File: src/hdl/cgl_pkg.sv
// types, constants and helper functions shared by the colour gradient blocks
`default_nettype none

package cgl_pkg;

  // gradient stop store
  localparam int unsigned MAX_STOPS = 7;
  localparam int unsigned CNT_W     = 3;
  localparam int unsigned WORD_W    = 48;
  localparam int unsigned COLOR_W   = 32;
  localparam int unsigned POS_LSB   = 32;

  // sample and fraction widths
  localparam int unsigned SAMPLE_W  = 16;
  localparam int unsigned POS_W     = 16;
  localparam int unsigned FRAC_W    = 16;
  localparam logic [FRAC_W:0] F_ONE = {1'b1, {FRAC_W{1'b0}}};

  // colour channels, alpha first (msb) down to red (lsb)
  localparam int unsigned CH_W      = 8;
  localparam int unsigned NUM_CH    = 4;

  // configuration register indexes
  localparam int unsigned CFG_IDX_W = 3;
  localparam logic [CFG_IDX_W-1:0] REG_STOP_COUNT  = 3'd0;
  localparam logic [CFG_IDX_W-1:0] REG_STOP_WORD_0 = 3'd1;

  // divider pipeline: quotient bits resolved per stage
  localparam int unsigned DIV_STEP   = 2;
  localparam int unsigned DIV_STAGES = FRAC_W / DIV_STEP;

  typedef enum logic [1:0] {
    FRAC_ZERO,
    FRAC_ONE,
    FRAC_DIV
  } frac_e;

  // what travels alongside the divider
  typedef struct packed {
    logic               empty;
    frac_e              frac;
    logic [COLOR_W-1:0] c1;
    logic [COLOR_W-1:0] c2;
  } cgl_tag_t;

  typedef struct packed {
    logic [POS_W-1:0]  rem;
    logic [FRAC_W-1:0] quo;
  } div_st_t;

  // one restoring division step, remainder kept below the divisor
  function automatic div_st_t div_step(div_st_t st, logic [POS_W-1:0] den);
    logic [POS_W:0] r2;
    div_st_t        res;
    r2 = {st.rem, 1'b0};
    if (r2 >= {1'b0, den}) begin
      res.rem = POS_W'(r2 - {1'b0, den});
      res.quo = {st.quo[FRAC_W-2:0], 1'b1};
    end else begin
      res.rem = r2[POS_W-1:0];
      res.quo = {st.quo[FRAC_W-2:0], 1'b0};
    end
    return res;
  endfunction

endpackage

`default_nettype wire

File: src/hdl/cgl_div.sv
// pipelined restoring divider for the interpolation fraction
`default_nettype none

module cgl_div (
  input  logic                          clk_i,
  input  logic                          rst_ni,
  input  logic                          in_valid_i,
  output logic                          in_ready_o,
  input  cgl_pkg::cgl_tag_t             in_tag_i,
  input  logic [cgl_pkg::POS_W-1:0]     in_num_i,
  input  logic [cgl_pkg::POS_W-1:0]     in_den_i,
  output logic                          out_valid_o,
  input  logic                          out_ready_i,
  output cgl_pkg::cgl_tag_t             out_tag_o,
  output logic [cgl_pkg::FRAC_W-1:0]    out_quo_o
);

  localparam int unsigned NS = cgl_pkg::DIV_STAGES;

  logic [NS-1:0]                v_q;
  logic [NS:0]                  adv;
  cgl_pkg::cgl_tag_t            tag_q [NS];
  logic [cgl_pkg::POS_W-1:0]    den_q [NS];
  cgl_pkg::div_st_t             st_q  [NS];

  logic [NS-1:0]                src_valid;
  cgl_pkg::cgl_tag_t            src_tag [NS];
  logic [cgl_pkg::POS_W-1:0]    src_den [NS];
  cgl_pkg::div_st_t             st_d    [NS];

  // a stage takes new data when empty or when its content moves on
  always_comb begin
    adv[NS] = out_ready_i;
    for (int k = NS - 1; k >= 0; k--) begin
      adv[k] = !v_q[k] || adv[k+1];
    end
  end

  always_comb begin
    cgl_pkg::div_st_t st;
    for (int k = 0; k < NS; k++) begin
      if (k == 0) begin
        src_valid[k] = in_valid_i;
        src_tag[k]   = in_tag_i;
        src_den[k]   = in_den_i;
        st.rem       = in_num_i;
        st.quo       = '0;
      end else begin
        src_valid[k] = v_q[k-1];
        src_tag[k]   = tag_q[k-1];
        src_den[k]   = den_q[k-1];
        st           = st_q[k-1];
      end
      for (int j = 0; j < cgl_pkg::DIV_STEP; j++) begin
        st = cgl_pkg::div_step(st, src_den[k]);
      end
      st_d[k] = st;
    end
  end

  always_ff @(posedge clk_i or negedge rst_ni) begin
    if (!rst_ni) begin
      v_q <= '0;
    end else begin
      for (int k = 0; k < NS; k++) begin
        if (adv[k]) begin
          v_q[k] <= src_valid[k];
        end
      end
    end
  end

  always_ff @(posedge clk_i) begin
    for (int k = 0; k < NS; k++) begin
      if (adv[k] && src_valid[k]) begin
        tag_q[k] <= src_tag[k];
        den_q[k] <= src_den[k];
        st_q[k]  <= st_d[k];
      end
    end
  end

  assign in_ready_o  = adv[0];
  assign out_valid_o = v_q[NS-1];
  assign out_tag_o   = tag_q[NS-1];
  assign out_quo_o   = st_q[NS-1].quo;

endmodule

`default_nettype wire

File: src/hdl/color_gradient_lerp.sv
// top level of the piecewise linear argb colour gradient
`default_nettype none

// Maps a 16-bit sample position to an argb colour through up to seven gradient
// stops. Each stop word holds the stop position in bits 47..32 and the colour
// in bits 31..0 (alpha, blue, green, red from msb down). The first stop whose
// successor lies strictly above the position is taken and every channel is
// blended as c1 + (c2 - c1) * f, with f the q1.16 fraction of the way between
// the two stop positions. A position at or past the last stop, or a single
// stop, gives that stop's colour; an empty list gives zero. One item enters
// per cycle while input ready is high. The stages, in order, are one for the
// stop search, one for the distances, eight for the divider that resolves
// two fraction bits per stage, one for the channel multiplies and one for
// the final add. Each stage holds its item until the next one is free, so a
// stall at the output fills the pipeline before input ready drops.
// The configuration port is always ready; write it only while no item is in
// flight, as stop data is sampled when an item enters.

module color_gradient_lerp (
  input  logic                            clk_i,
  input  logic                            rst_ni,
  // sample channel
  input  logic                            in_valid_i,
  output logic                            in_ready_o,
  input  logic [cgl_pkg::SAMPLE_W-1:0]    sample_position_i,
  // colour channel
  output logic                            out_valid_o,
  input  logic                            out_ready_i,
  output logic [cgl_pkg::CH_W-1:0]        alpha_out_o,
  output logic [cgl_pkg::CH_W-1:0]        blue_out_o,
  output logic [cgl_pkg::CH_W-1:0]        green_out_o,
  output logic [cgl_pkg::CH_W-1:0]        red_out_o,
  // configuration writes
  input  logic                            cfg_valid_i,
  output logic                            cfg_ready_o,
  input  logic [cgl_pkg::CFG_IDX_W-1:0]   cfg_index_i,
  input  logic [cgl_pkg::WORD_W-1:0]      cfg_data_i
);

  localparam int unsigned POS_W   = cgl_pkg::POS_W;
  localparam int unsigned COLOR_W = cgl_pkg::COLOR_W;
  localparam int unsigned CH_W    = cgl_pkg::CH_W;
  localparam int unsigned NUM_CH  = cgl_pkg::NUM_CH;
  localparam int unsigned FRAC_W  = cgl_pkg::FRAC_W;
  localparam int unsigned PROD_W  = CH_W + FRAC_W + 1;

  // ---------------------------------------------------------------------------
  // configuration registers
  // ---------------------------------------------------------------------------
  logic [cgl_pkg::CNT_W-1:0]  stop_count_q;
  logic [cgl_pkg::WORD_W-1:0] stop_word_q [cgl_pkg::MAX_STOPS];
  logic [cgl_pkg::CFG_IDX_W-1:0] word_idx;

  assign cfg_ready_o = 1'b1;
  assign word_idx    = cfg_index_i - cgl_pkg::REG_STOP_WORD_0;

  always_ff @(posedge clk_i or negedge rst_ni) begin
    if (!rst_ni) begin
      stop_count_q <= '0;
      for (int i = 0; i < cgl_pkg::MAX_STOPS; i++) begin
        stop_word_q[i] <= '0;
      end
    end else if (cfg_valid_i && cfg_ready_o) begin
      if (cfg_index_i == cgl_pkg::REG_STOP_COUNT) begin
        stop_count_q <= cfg_data_i[cgl_pkg::CNT_W-1:0];
      end else begin
        // indexes past the stop words are dropped
        for (int i = 0; i < cgl_pkg::MAX_STOPS; i++) begin
          if (cfg_index_i >= cgl_pkg::REG_STOP_WORD_0 &&
              word_idx == cgl_pkg::CFG_IDX_W'(i)) begin
            stop_word_q[i] <= cfg_data_i;
          end
        end
      end
    end
  end

  // ---------------------------------------------------------------------------
  // handshake chain, each stage advances when empty or when drained
  // ---------------------------------------------------------------------------
  logic s1_v_q, s2_v_q, m_v_q, o_v_q;
  logic s1_adv, s2_adv, m_adv, o_adv;
  logic div_in_ready, div_out_valid;

  assign o_adv  = !o_v_q  || out_ready_i;
  assign m_adv  = !m_v_q  || o_adv;
  assign s2_adv = !s2_v_q || div_in_ready;
  assign s1_adv = !s1_v_q || s2_adv;
  assign in_ready_o = s1_adv;

  // ---------------------------------------------------------------------------
  // stage 1: stop search, all stop positions compared in parallel
  // ---------------------------------------------------------------------------
  logic [cgl_pkg::CNT_W-1:0] cnt;
  logic [POS_W-1:0]          in_pos;
  logic                      sel_empty, sel_interp;
  logic [POS_W-1:0]          sel_p1, sel_p2;
  logic [COLOR_W-1:0]        sel_c1, sel_c2;

  logic                      s1_empty_q, s1_interp_q;
  logic [POS_W-1:0]          s1_pos_q, s1_p1_q, s1_p2_q;
  logic [COLOR_W-1:0]        s1_c1_q, s1_c2_q;

  assign in_pos = sample_position_i[POS_W-1:0];

  always_comb begin
    cnt = (stop_count_q > cgl_pkg::CNT_W'(cgl_pkg::MAX_STOPS)) ?
          cgl_pkg::CNT_W'(cgl_pkg::MAX_STOPS) : stop_count_q;
    sel_empty  = (cnt == '0);
    sel_interp = 1'b0;
    sel_p1     = '0;
    sel_p2     = '0;
    sel_c1     = '0;
    sel_c2     = '0;
    // fall back to the last stop in use
    for (int i = 0; i < cgl_pkg::MAX_STOPS; i++) begin
      if (cgl_pkg::CNT_W'(i + 1) == cnt) begin
        sel_c1 = stop_word_q[i][COLOR_W-1:0];
        sel_c2 = stop_word_q[i][COLOR_W-1:0];
      end
    end
    // lowest segment whose upper stop lies above the sample wins
    for (int i = cgl_pkg::MAX_STOPS - 2; i >= 0; i--) begin
      if (cgl_pkg::CNT_W'(i + 1) < cnt &&
          stop_word_q[i+1][cgl_pkg::POS_LSB +: POS_W] > in_pos) begin
        sel_interp = 1'b1;
        sel_p1     = stop_word_q[i][cgl_pkg::POS_LSB +: POS_W];
        sel_p2     = stop_word_q[i+1][cgl_pkg::POS_LSB +: POS_W];
        sel_c1     = stop_word_q[i][COLOR_W-1:0];
        sel_c2     = stop_word_q[i+1][COLOR_W-1:0];
      end
    end
  end

  always_ff @(posedge clk_i or negedge rst_ni) begin
    if (!rst_ni) begin
      s1_v_q <= 1'b0;
    end else if (s1_adv) begin
      s1_v_q <= in_valid_i;
    end
  end

  always_ff @(posedge clk_i) begin
    if (s1_adv && in_valid_i) begin
      s1_empty_q  <= sel_empty;
      s1_interp_q <= sel_interp;
      s1_pos_q    <= in_pos;
      s1_p1_q     <= sel_p1;
      s1_p2_q     <= sel_p2;
      s1_c1_q     <= sel_c1;
      s1_c2_q     <= sel_c2;
    end
  end

  // ---------------------------------------------------------------------------
  // stage 2: signed distances, magnitudes and fraction class
  // ---------------------------------------------------------------------------
  logic [POS_W:0]         dist_n, dist_d;
  logic [POS_W-1:0]       abs_n, abs_d;
  cgl_pkg::cgl_tag_t      tag_d;

  logic [POS_W-1:0]       s2_an_q, s2_ad_q;
  cgl_pkg::cgl_tag_t      s2_tag_q;

  always_comb begin
    dist_n = {1'b0, s1_pos_q} - {1'b0, s1_p1_q};
    dist_d = {1'b0, s1_p2_q}  - {1'b0, s1_p1_q};
    abs_n  = dist_n[POS_W] ? POS_W'(-dist_n) : dist_n[POS_W-1:0];
    abs_d  = dist_d[POS_W] ? POS_W'(-dist_d) : dist_d[POS_W-1:0];
    tag_d.empty = s1_empty_q;
    tag_d.c1    = s1_c1_q;
    tag_d.c2    = s1_c2_q;
    // no segment, zero range, zero offset or opposite signs give no blend
    if (!s1_interp_q || dist_n == '0 || dist_d == '0 ||
        dist_n[POS_W] != dist_d[POS_W]) begin
      tag_d.frac = cgl_pkg::FRAC_ZERO;
    end else if (abs_n >= abs_d) begin
      tag_d.frac = cgl_pkg::FRAC_ONE;
    end else begin
      tag_d.frac = cgl_pkg::FRAC_DIV;
    end
  end

  always_ff @(posedge clk_i or negedge rst_ni) begin
    if (!rst_ni) begin
      s2_v_q <= 1'b0;
    end else if (s2_adv) begin
      s2_v_q <= s1_v_q;
    end
  end

  always_ff @(posedge clk_i) begin
    if (s2_adv && s1_v_q) begin
      s2_an_q  <= abs_n;
      s2_ad_q  <= abs_d;
      s2_tag_q <= tag_d;
    end
  end

  // ---------------------------------------------------------------------------
  // divider: fraction = an * 2^16 / ad, only used when an < ad
  // ---------------------------------------------------------------------------
  cgl_pkg::cgl_tag_t   div_tag;
  logic [FRAC_W-1:0]   div_quo;

  cgl_div u_div (
    .clk_i       (clk_i),
    .rst_ni      (rst_ni),
    .in_valid_i  (s2_v_q),
    .in_ready_o  (div_in_ready),
    .in_tag_i    (s2_tag_q),
    .in_num_i    (s2_an_q),
    .in_den_i    (s2_ad_q),
    .out_valid_o (div_out_valid),
    .out_ready_i (m_adv),
    .out_tag_o   (div_tag),
    .out_quo_o   (div_quo)
  );

  // ---------------------------------------------------------------------------
  // multiply stage: per channel |c2 - c1| * f, keep the integer part
  // ---------------------------------------------------------------------------
  logic [FRAC_W:0]     frac;
  logic [CH_W-1:0]     mag_d [NUM_CH];
  logic [NUM_CH-1:0]   up_d;

  logic [CH_W-1:0]     m_mag_q [NUM_CH];
  logic [NUM_CH-1:0]   m_up_q;
  logic [COLOR_W-1:0]  m_c1_q;
  logic                m_empty_q;

  always_comb begin
    case (div_tag.frac)
      cgl_pkg::FRAC_ONE: frac = cgl_pkg::F_ONE;
      cgl_pkg::FRAC_DIV: frac = {1'b0, div_quo};
      default:           frac = '0;
    endcase
  end

  always_comb begin
    logic [CH_W-1:0]   a, b, diff;
    logic [PROD_W-1:0] prod;
    for (int ch = 0; ch < NUM_CH; ch++) begin
      a    = div_tag.c1[COLOR_W - CH_W*(ch+1) +: CH_W];
      b    = div_tag.c2[COLOR_W - CH_W*(ch+1) +: CH_W];
      up_d[ch] = (b >= a);
      diff = up_d[ch] ? b - a : a - b;
      prod = PROD_W'(diff) * PROD_W'(frac);
      mag_d[ch] = prod[FRAC_W +: CH_W];
    end
  end

  always_ff @(posedge clk_i or negedge rst_ni) begin
    if (!rst_ni) begin
      m_v_q <= 1'b0;
    end else if (m_adv) begin
      m_v_q <= div_out_valid;
    end
  end

  always_ff @(posedge clk_i) begin
    if (m_adv && div_out_valid) begin
      m_mag_q   <= mag_d;
      m_up_q    <= up_d;
      m_c1_q    <= div_tag.c1;
      m_empty_q <= div_tag.empty;
    end
  end

  // ---------------------------------------------------------------------------
  // output stage: c1 plus or minus the blended step, wrapping to 8 bits
  // ---------------------------------------------------------------------------
  logic [COLOR_W-1:0] color_d;
  logic [COLOR_W-1:0] o_color_q;

  always_comb begin
    logic [CH_W-1:0] c;
    color_d = '0;
    for (int ch = 0; ch < NUM_CH; ch++) begin
      c = m_c1_q[COLOR_W - CH_W*(ch+1) +: CH_W];
      color_d[COLOR_W - CH_W*(ch+1) +: CH_W] = m_up_q[ch] ? c + m_mag_q[ch]
                                                          : c - m_mag_q[ch];
    end
    if (m_empty_q) begin
      color_d = '0;
    end
  end

  always_ff @(posedge clk_i or negedge rst_ni) begin
    if (!rst_ni) begin
      o_v_q <= 1'b0;
    end else if (o_adv) begin
      o_v_q <= m_v_q;
    end
  end

  always_ff @(posedge clk_i) begin
    if (o_adv && m_v_q) begin
      o_color_q <= color_d;
    end
  end

  assign out_valid_o = o_v_q;
  assign alpha_out_o = o_color_q[COLOR_W - CH_W*1 +: CH_W];
  assign blue_out_o  = o_color_q[COLOR_W - CH_W*2 +: CH_W];
  assign green_out_o = o_color_q[COLOR_W - CH_W*3 +: CH_W];
  assign red_out_o   = o_color_q[COLOR_W - CH_W*4 +: CH_W];

`ifndef SYNTHESIS
  // the divider is only trusted for a proper fraction
  a_div_proper: assert property (@(posedge clk_i) disable iff (!rst_ni)
    s2_v_q && s2_tag_q.frac == cgl_pkg::FRAC_DIV |-> s2_an_q < s2_ad_q)
    else $error("divider fed with numerator not below denominator");

  // an accepted item always lands in the search stage
  a_enter: assert property (@(posedge clk_i) disable iff (!rst_ni)
    in_valid_i && in_ready_o |=> s1_v_q)
    else $error("accepted item lost at pipeline entry");

  // input only backs up once the front stages are full and the divider stalls
  a_no_bubble_stall: assert property (@(posedge clk_i) disable iff (!rst_ni)
    !in_ready_o |-> s1_v_q && s2_v_q && !div_in_ready)
    else $error("input stalled with room in the front stages");
`endif

endmodule

`default_nettype wire
File: config.mk
export PLATFORM = sky130hd
export DESIGN_NAME = color_gradient_lerp
export DESIGN_NICKNAME = d
export VERILOG_FILES = /design/src/hdl/cgl_pkg.sv /design/src/hdl/cgl_div.sv /design/src/hdl/color_gradient_lerp.sv
export SDC_FILE = /design/constraint.sdc
export NUM_CORES = 2
export LEC_CHECK = 0
export ABC_AREA = 1
export BUFFER_PORTS_ARGS = -buffer_cell sky130_fd_sc_hd__buf_2
export CAP_MARGIN = 25
export CELL_PAD_IN_SITES_DETAIL_PLACEMENT = 0
export CELL_PAD_IN_SITES_GLOBAL_PLACEMENT = 1
export CORE_MARGIN = 3
export CORE_UTILIZATION = 51
export DETAILED_ROUTE_END_ITERATION = 12
export PLACE_DENSITY_LB_ADDON = 0.1
export SLEW_MARGIN = 25
export SYNTH_ARGS = -nofsm -noshare
export SYNTH_HDL_FRONTEND = slang
export SYNTH_SLANG_ARGS = --single-unit
File: constraint.sdc
create_clock -name clk_i -period 8.75 [get_ports clk_i]
set_input_delay 2.1875 -clock clk_i [delete_from_list [all_inputs] [get_ports clk_i]]
set_output_delay 2.1875 -clock clk_i [all_outputs]
set_load 0.02 [all_outputs]
; Word level (Yosys, flattened, before mapping)
; Memories as Yosys holds them, arrays and structs flattened.
; Index checks and enable logic that the tools add are counted.
[word_totals]
mem_count = 3
out_inout_bits = 35
regBits = 665
ram_bits = 920
in_bits = 72
[memory_table]
columns = memory, depth, width, rd, rd_clocked_by_memory_dff, write_ports, line
row1 = u_div.tag_q, 8, 67, 8, 0, 8, cgl_div.sv:22  ; cgl_pkg::cgl_tag_t tag_q [NS];
row2 = u_div.st_q, 8, 32, 8, 0, 8, cgl_div.sv:24  ; cgl_pkg::div_st_t st_q [NS];
row3 = u_div.den_q, 8, 16, 7, 0, 8, cgl_div.sv:23  ; logic [cgl_pkg::POS_W-1:0] den_q [NS];
[op_classes]
n_mux = 77
n_reduce_logical = 67
n_mul = 4
n_eq_ne = 16
n_lt_le_gt_ge = 35
n_bitwise = 1
add_sub_neg = 37
[ops]
columns = cell, n
row1 = 32-bit two-way mux, 35
row2 = 17-bit by 16-bit greater-or-equal comparator with 1-bit output, 16
row3 = 16-bit subtractor, 16
row4 = 16-bit two-way mux, 14
row5 = 16-bit greater-than comparator, 6
row6 = 8-bit by 17-bit multiplier with 24-bit output, 4
row7 = 8-bit subtractor, 12
row8 = 8-bit two-way mux, 8
row9 = 17-bit logical NOT, 2
row10 = 17-bit case mux with 2 select lines, 1
row11 = 16-bit by 16-bit subtractor with 17-bit output, 2
row12 = 8-bit adder, 4
row13 = 8-bit greater-or-equal comparator, 4
row14 = 16-bit negator, 2
row15 = 1-bit logical AND, 25
row16 = 3-bit AND reduction, 7
row17 = 1-bit two-way mux, 17
row18 = 16-bit greater-or-equal comparator, 1
row19 = 1-bit logical OR, 15
row20 = 1-bit logical NOT, 13
row21 = "3-bit equality test, first input constant", 4
row22 = "3-bit equality test, second input constant", 3
row23 = 3-bit logical NOT, 3
row24 = "3-bit < comparator, first input constant", 3
row25 = 17 further kinds, 20

; Logic depth before layout (Yosys ltp)
[logic_depth]
word_depth = 16
mapped_depth = 37
depth_no_buf = 37

; Cells and area by module
; A second synthesis with hierarchy kept.
[unflattened]
cells_unflattened = 11028
area_unflattened_um2 = 97234.5
[modules_own_cells]
columns = module, n_inst, cells_per_inst, area_per_inst_um2
row1 = color_gradient_lerp, 1, 7031, 55055.3
row2 = cgl_div, 1, 3997, 42179.2

; Least setup slack after synthesis
; Ideal clock, no wire load.
[synth_timing]
kind = input to register
start = input port out_ready_i
end = memory u_div.den_q[1][16] (netlist name), enable pin
setup_ns = 0.618
t_arrival_ns = 7.821
setup_slack_ns = 0.311
stages = 6
n_path_buf = 0
path_cell_list = nor2_1 > inv_1 > nor2_2 > nand2_2 > nor2_1 > a21oi_1
[synth_lines]
columns = element, line
row1 = from (decl), color_gradient_lerp.sv:28  ; input logic out_ready_i,
row2 = to (decl), cgl_div.sv:23

; Final worst setup path
[layout_timing]
start = input port out_ready_i
end = output port in_ready_o
[layout_between]
elab_chain_cells = 12
[layout_lines]
columns = element, line
row1 = 1-bit logical OR, color_gradient_lerp.sv:85  ; assign o_adv = !o_v_q || out_ready_i;
row2 = 1-bit logical OR, color_gradient_lerp.sv:86  ; assign m_adv = !m_v_q || o_adv;
row3 = 1-bit logical OR (8 in series), cgl_div.sv:35  ; adv[k] = !v_q[k] || adv[k+1];
row4 = 1-bit logical OR, color_gradient_lerp.sv:87  ; assign s2_adv = !s2_v_q || div_in_ready;
row5 = 1-bit logical OR, color_gradient_lerp.sv:88  ; assign s1_adv = !s1_v_q || s2_adv;
row6 = to (decl), color_gradient_lerp.sv:24  ; output logic in_ready_o,
; No other way between the ends.

==> impl_metrics.yaml <==
outcome:
  status: "finished, final reports clean"
floorplan:
  initial_core_util: 0.517
  coreArea_um2: 184000
  rows: 157
  ioPinCount: 107
  die_w_um: 438
  dieHeight_um: 438
  die-area_um2: 192000
worst_setup_path:
  crit_type: "primary input to output pin"
  crit_fanout: 4
  timing.rr.start: "u_div.tag_q[7][40]"
  crit_required_ns: 6.56
  start_kind: "primary input"
  reg2reg_depth: 25
  cp-end-kind: "output pin"
  rrSetupSlack_ns: 1.78
  worstPathArrival_ns: 4.79
  timing.rr.end: "m_mag_q[12]"
synth:
  syn-cell-area_um2: 95200
  ys_ff_latch: 1497
  avgSynthCellArea_um2: 9.15
  synth.yosys.seq_area_share: 0.454
  yosys_warnings: 0
  synth_cell_type_count: 67
  syn_nets: 11500
  synthCells: 10400
  async_flop_share: 0.234
  ys.flop_type: "edfxtp_1"
  synth_edf_count: 1146
finish:
  fin_cells: 13000
  syn2layout_area_growth_pct: 9.20
  drive_gt1_frac: 0.0676
  num-nets-final: 11500
  design_area_um2: 104000
placed_design:
  dp_hpwl_um: 189000
  dpl.cell_count: 12700
  placed_cell_area_um2: 98100
  routabilityCongestion: 0.929
  port_buffers: 105
min_path:
  whs_endpoint: "u_div.tag_q[5][5]"
  hold_start: "u_div.tag_q[4][5]"
  holdCritPathClass: "flop to flop"
  hold-path-cell-count: 0
clocking:
  ctsResizeCount: 0
  clockBufferDepth: 3
  hold_buffers: 0
  htree_levels: 4
  cts.sink_count: 1497
  cts_tree: "built"
  clock_latency_ns: 0.86
  cts_setup_buffers: 0
  numCtsBuffers: 165
  clk_pin_slew_worst_paths_ns: 0.06
  ctsRootBufferMaster: "clkbuf_16"
global_routing:
  antenna_found_initial: 15
  grt_pass1_wl_um: 407000
  overflow: 0
  grt_pass1_vias: 69800
  grt_max_degree: 123
  grt_util_all_layers: 0.275
sta:
  slew_violations: 0
  worst_pin_slew_ns: 1.07
  period_needed_ns: 6.98
  clock-skew-final_ns: 0.0992
  max_freq_mhz: 143
  finalCritPeriodShare: 0.797
  finalSetupViolations: 0
  relSlewSlack: 0.288
  rsz0062_at_grt: "false"
  tns_ns: 0
  hold_viol: 0
drt:
  ant_nets: 0
  drc_errors: 0
  drt_first_pass_iters: 7
  routed_wl_um: 263000
  wl_per_cell_um: 20.2
  vias_per_cell: 5.40
  drt_iter0_drc: 5070
  via_count: 70400
run:
  max-cap-violations: 0
==> kinds of logic (layout without fill, tap and decap cells) <==
family	count (synthesis)	after routing	share of synthesized area
xor gates and xnor gates	311	311	0.0295
AOI/OAI and AO/OA	1722	1722	0.102
adders and majority gates	1020	1020	0.164
and+or+nand+nor	4022	4022	0.175
DFF	1497	1497	0.454
other	1	10	0.0000394
muxes	5	5	0.000526
buffers and inverters	1827	1983	0.0759
==> worst max-delay path, cell delays in order <==
cell	delay, ns
buf_2	0.10
nor2_1	0.22
inv_1	0.10
nor2_2	0.14
nand2_2	0.09
nor2_1	0.34
nand2_1	0.15
nor2_2	0.14
nand2_2	0.08
nor2_1	0.34
nand2_1	0.15
nor2_2	0.18
nand2_1	0.11
nor2_1	0.23
inv_1	0.08
buf_2	0.17
==> cell usage after synthesis (42+ instances only) <==
cell type  number  area share
xnor2_1       102      0.0094
edfxtp_1     1146        0.36
xor2_1        198       0.018
nand4_1        69      0.0045
ha_1          646       0.085
nor2_1        926       0.037
dfrtp_1       351       0.092
a21oi_1       502       0.026
clkbuf_1      200      0.0079
nand3_1       465       0.024
nor3_1         67      0.0035
o21ai_1        42      0.0022
inv_1        1458       0.057
buf_2          66      0.0035
fa_1          374       0.079
nand2_1      2317       0.091
o21ai_2        54      0.0050
o21ai_0       774       0.041
a31oi_1        85      0.0056
==> state kept, by name (all words and copies together) (netlist names), 3 cells and up <==
| name | flops |
|---|---|
| s1_p1_q | 16 |
| o_color_q | 32 |
| s2_an_q | 16 |
| s2_tag_q | 67 |
| m_up_q | 4 |
| s1_p2_q | 16 |
| s1_c2_q | 32 |
| stop_count_q | 3 |
| s1_c1_q | 32 |
| m_c1_q | 32 |
| s2_ad_q | 16 |
| u_div.st_q | 184 |
| u_div.tag_q | 536 |
| u_div.den_q | 112 |
| u_div.v_q | 8 |
| m_mag_q | 32 |
| s1_pos_q | 16 |
| stop_word_q | 336 |
==> stage by stage <==
| step | setup slack (ns) | hold slack, ns | util |
|---|---|---|---|
| after floorplan | 0.311 | 0.400 | - |
| after global placement | 1.69 | 0.400 | 0.532 |
| after detailed placement | 1.74 | 0.405 | 0.532 |
| after CTS | 1.73 | 0.375 | 0.564 |
| after global routing | 1.24 | 0.388 | 0.564 |
| final | 1.77 | 0.380 | 0.564 |
==> worst max-delay path by stage <==
stage / startpoint / endpoint / slack [ns] / cells past startpoint
6_report: out_ready_i / in_ready_o / 1.77 / 16
2_1_floorplan: out_ready_i / u_div.den_q[1][16] / 0.31 / 6
5_1_grt: u_div.tag_q[7][0] / m_mag_q[4] / 1.24 / 30
3_5_place_dp: out_ready_i / in_ready_o / 1.74 / 16
4_1_cts: out_ready_i / in_ready_o / 1.73 / 16
3_3_place_gp: out_ready_i / in_ready_o / 1.69 / 16
==> cells in the final DEF (no fill, tap or decap), types with 42 or more instances in the layout <==
cell and count:
xor2_1 198, nand3_1 463, o21ai_0 774, a21oi_1 500, clkbuf_16 166, inv_1 1448, xnor2_1 102, buf_2 104
edfxtp_1 1146, dfrtp_1 351, nor3_1 67, o21ai_1 42, fa_1 374, ha_1 646, nand4_1 69, nor2_1 918
o21ai_2 54, buf_4 67, nand2_1 2304, a31oi_1 85
==> layer usage <==
metal  vias to the layer above  track usage  part of all wire
li1                      34400            -                 -
met1                     33700        0.360              0.43
met2                      1811        0.473              0.49
met3                       477       0.0334             0.047
met4                         0       0.0919             0.033
met5                         -            0                 0
==> final cells by class <==
type                            count  area, µm²
Clock buffer                      202       4370
Fill cell                       16700      80300
Tap cell                         2464       3080
Antenna cell                        9       22.5
Multi-Input combinational cell   7081      44900
Inverter                         1496       5650
Sequential cell                  1497      43200
Clock inverter                    103       1430
Timing Repair Buffer              182       1240
Power is left out: the tool's default activity adds up to more than one toggle a clock period on the data nets, which glitch-free logic cannot reach.
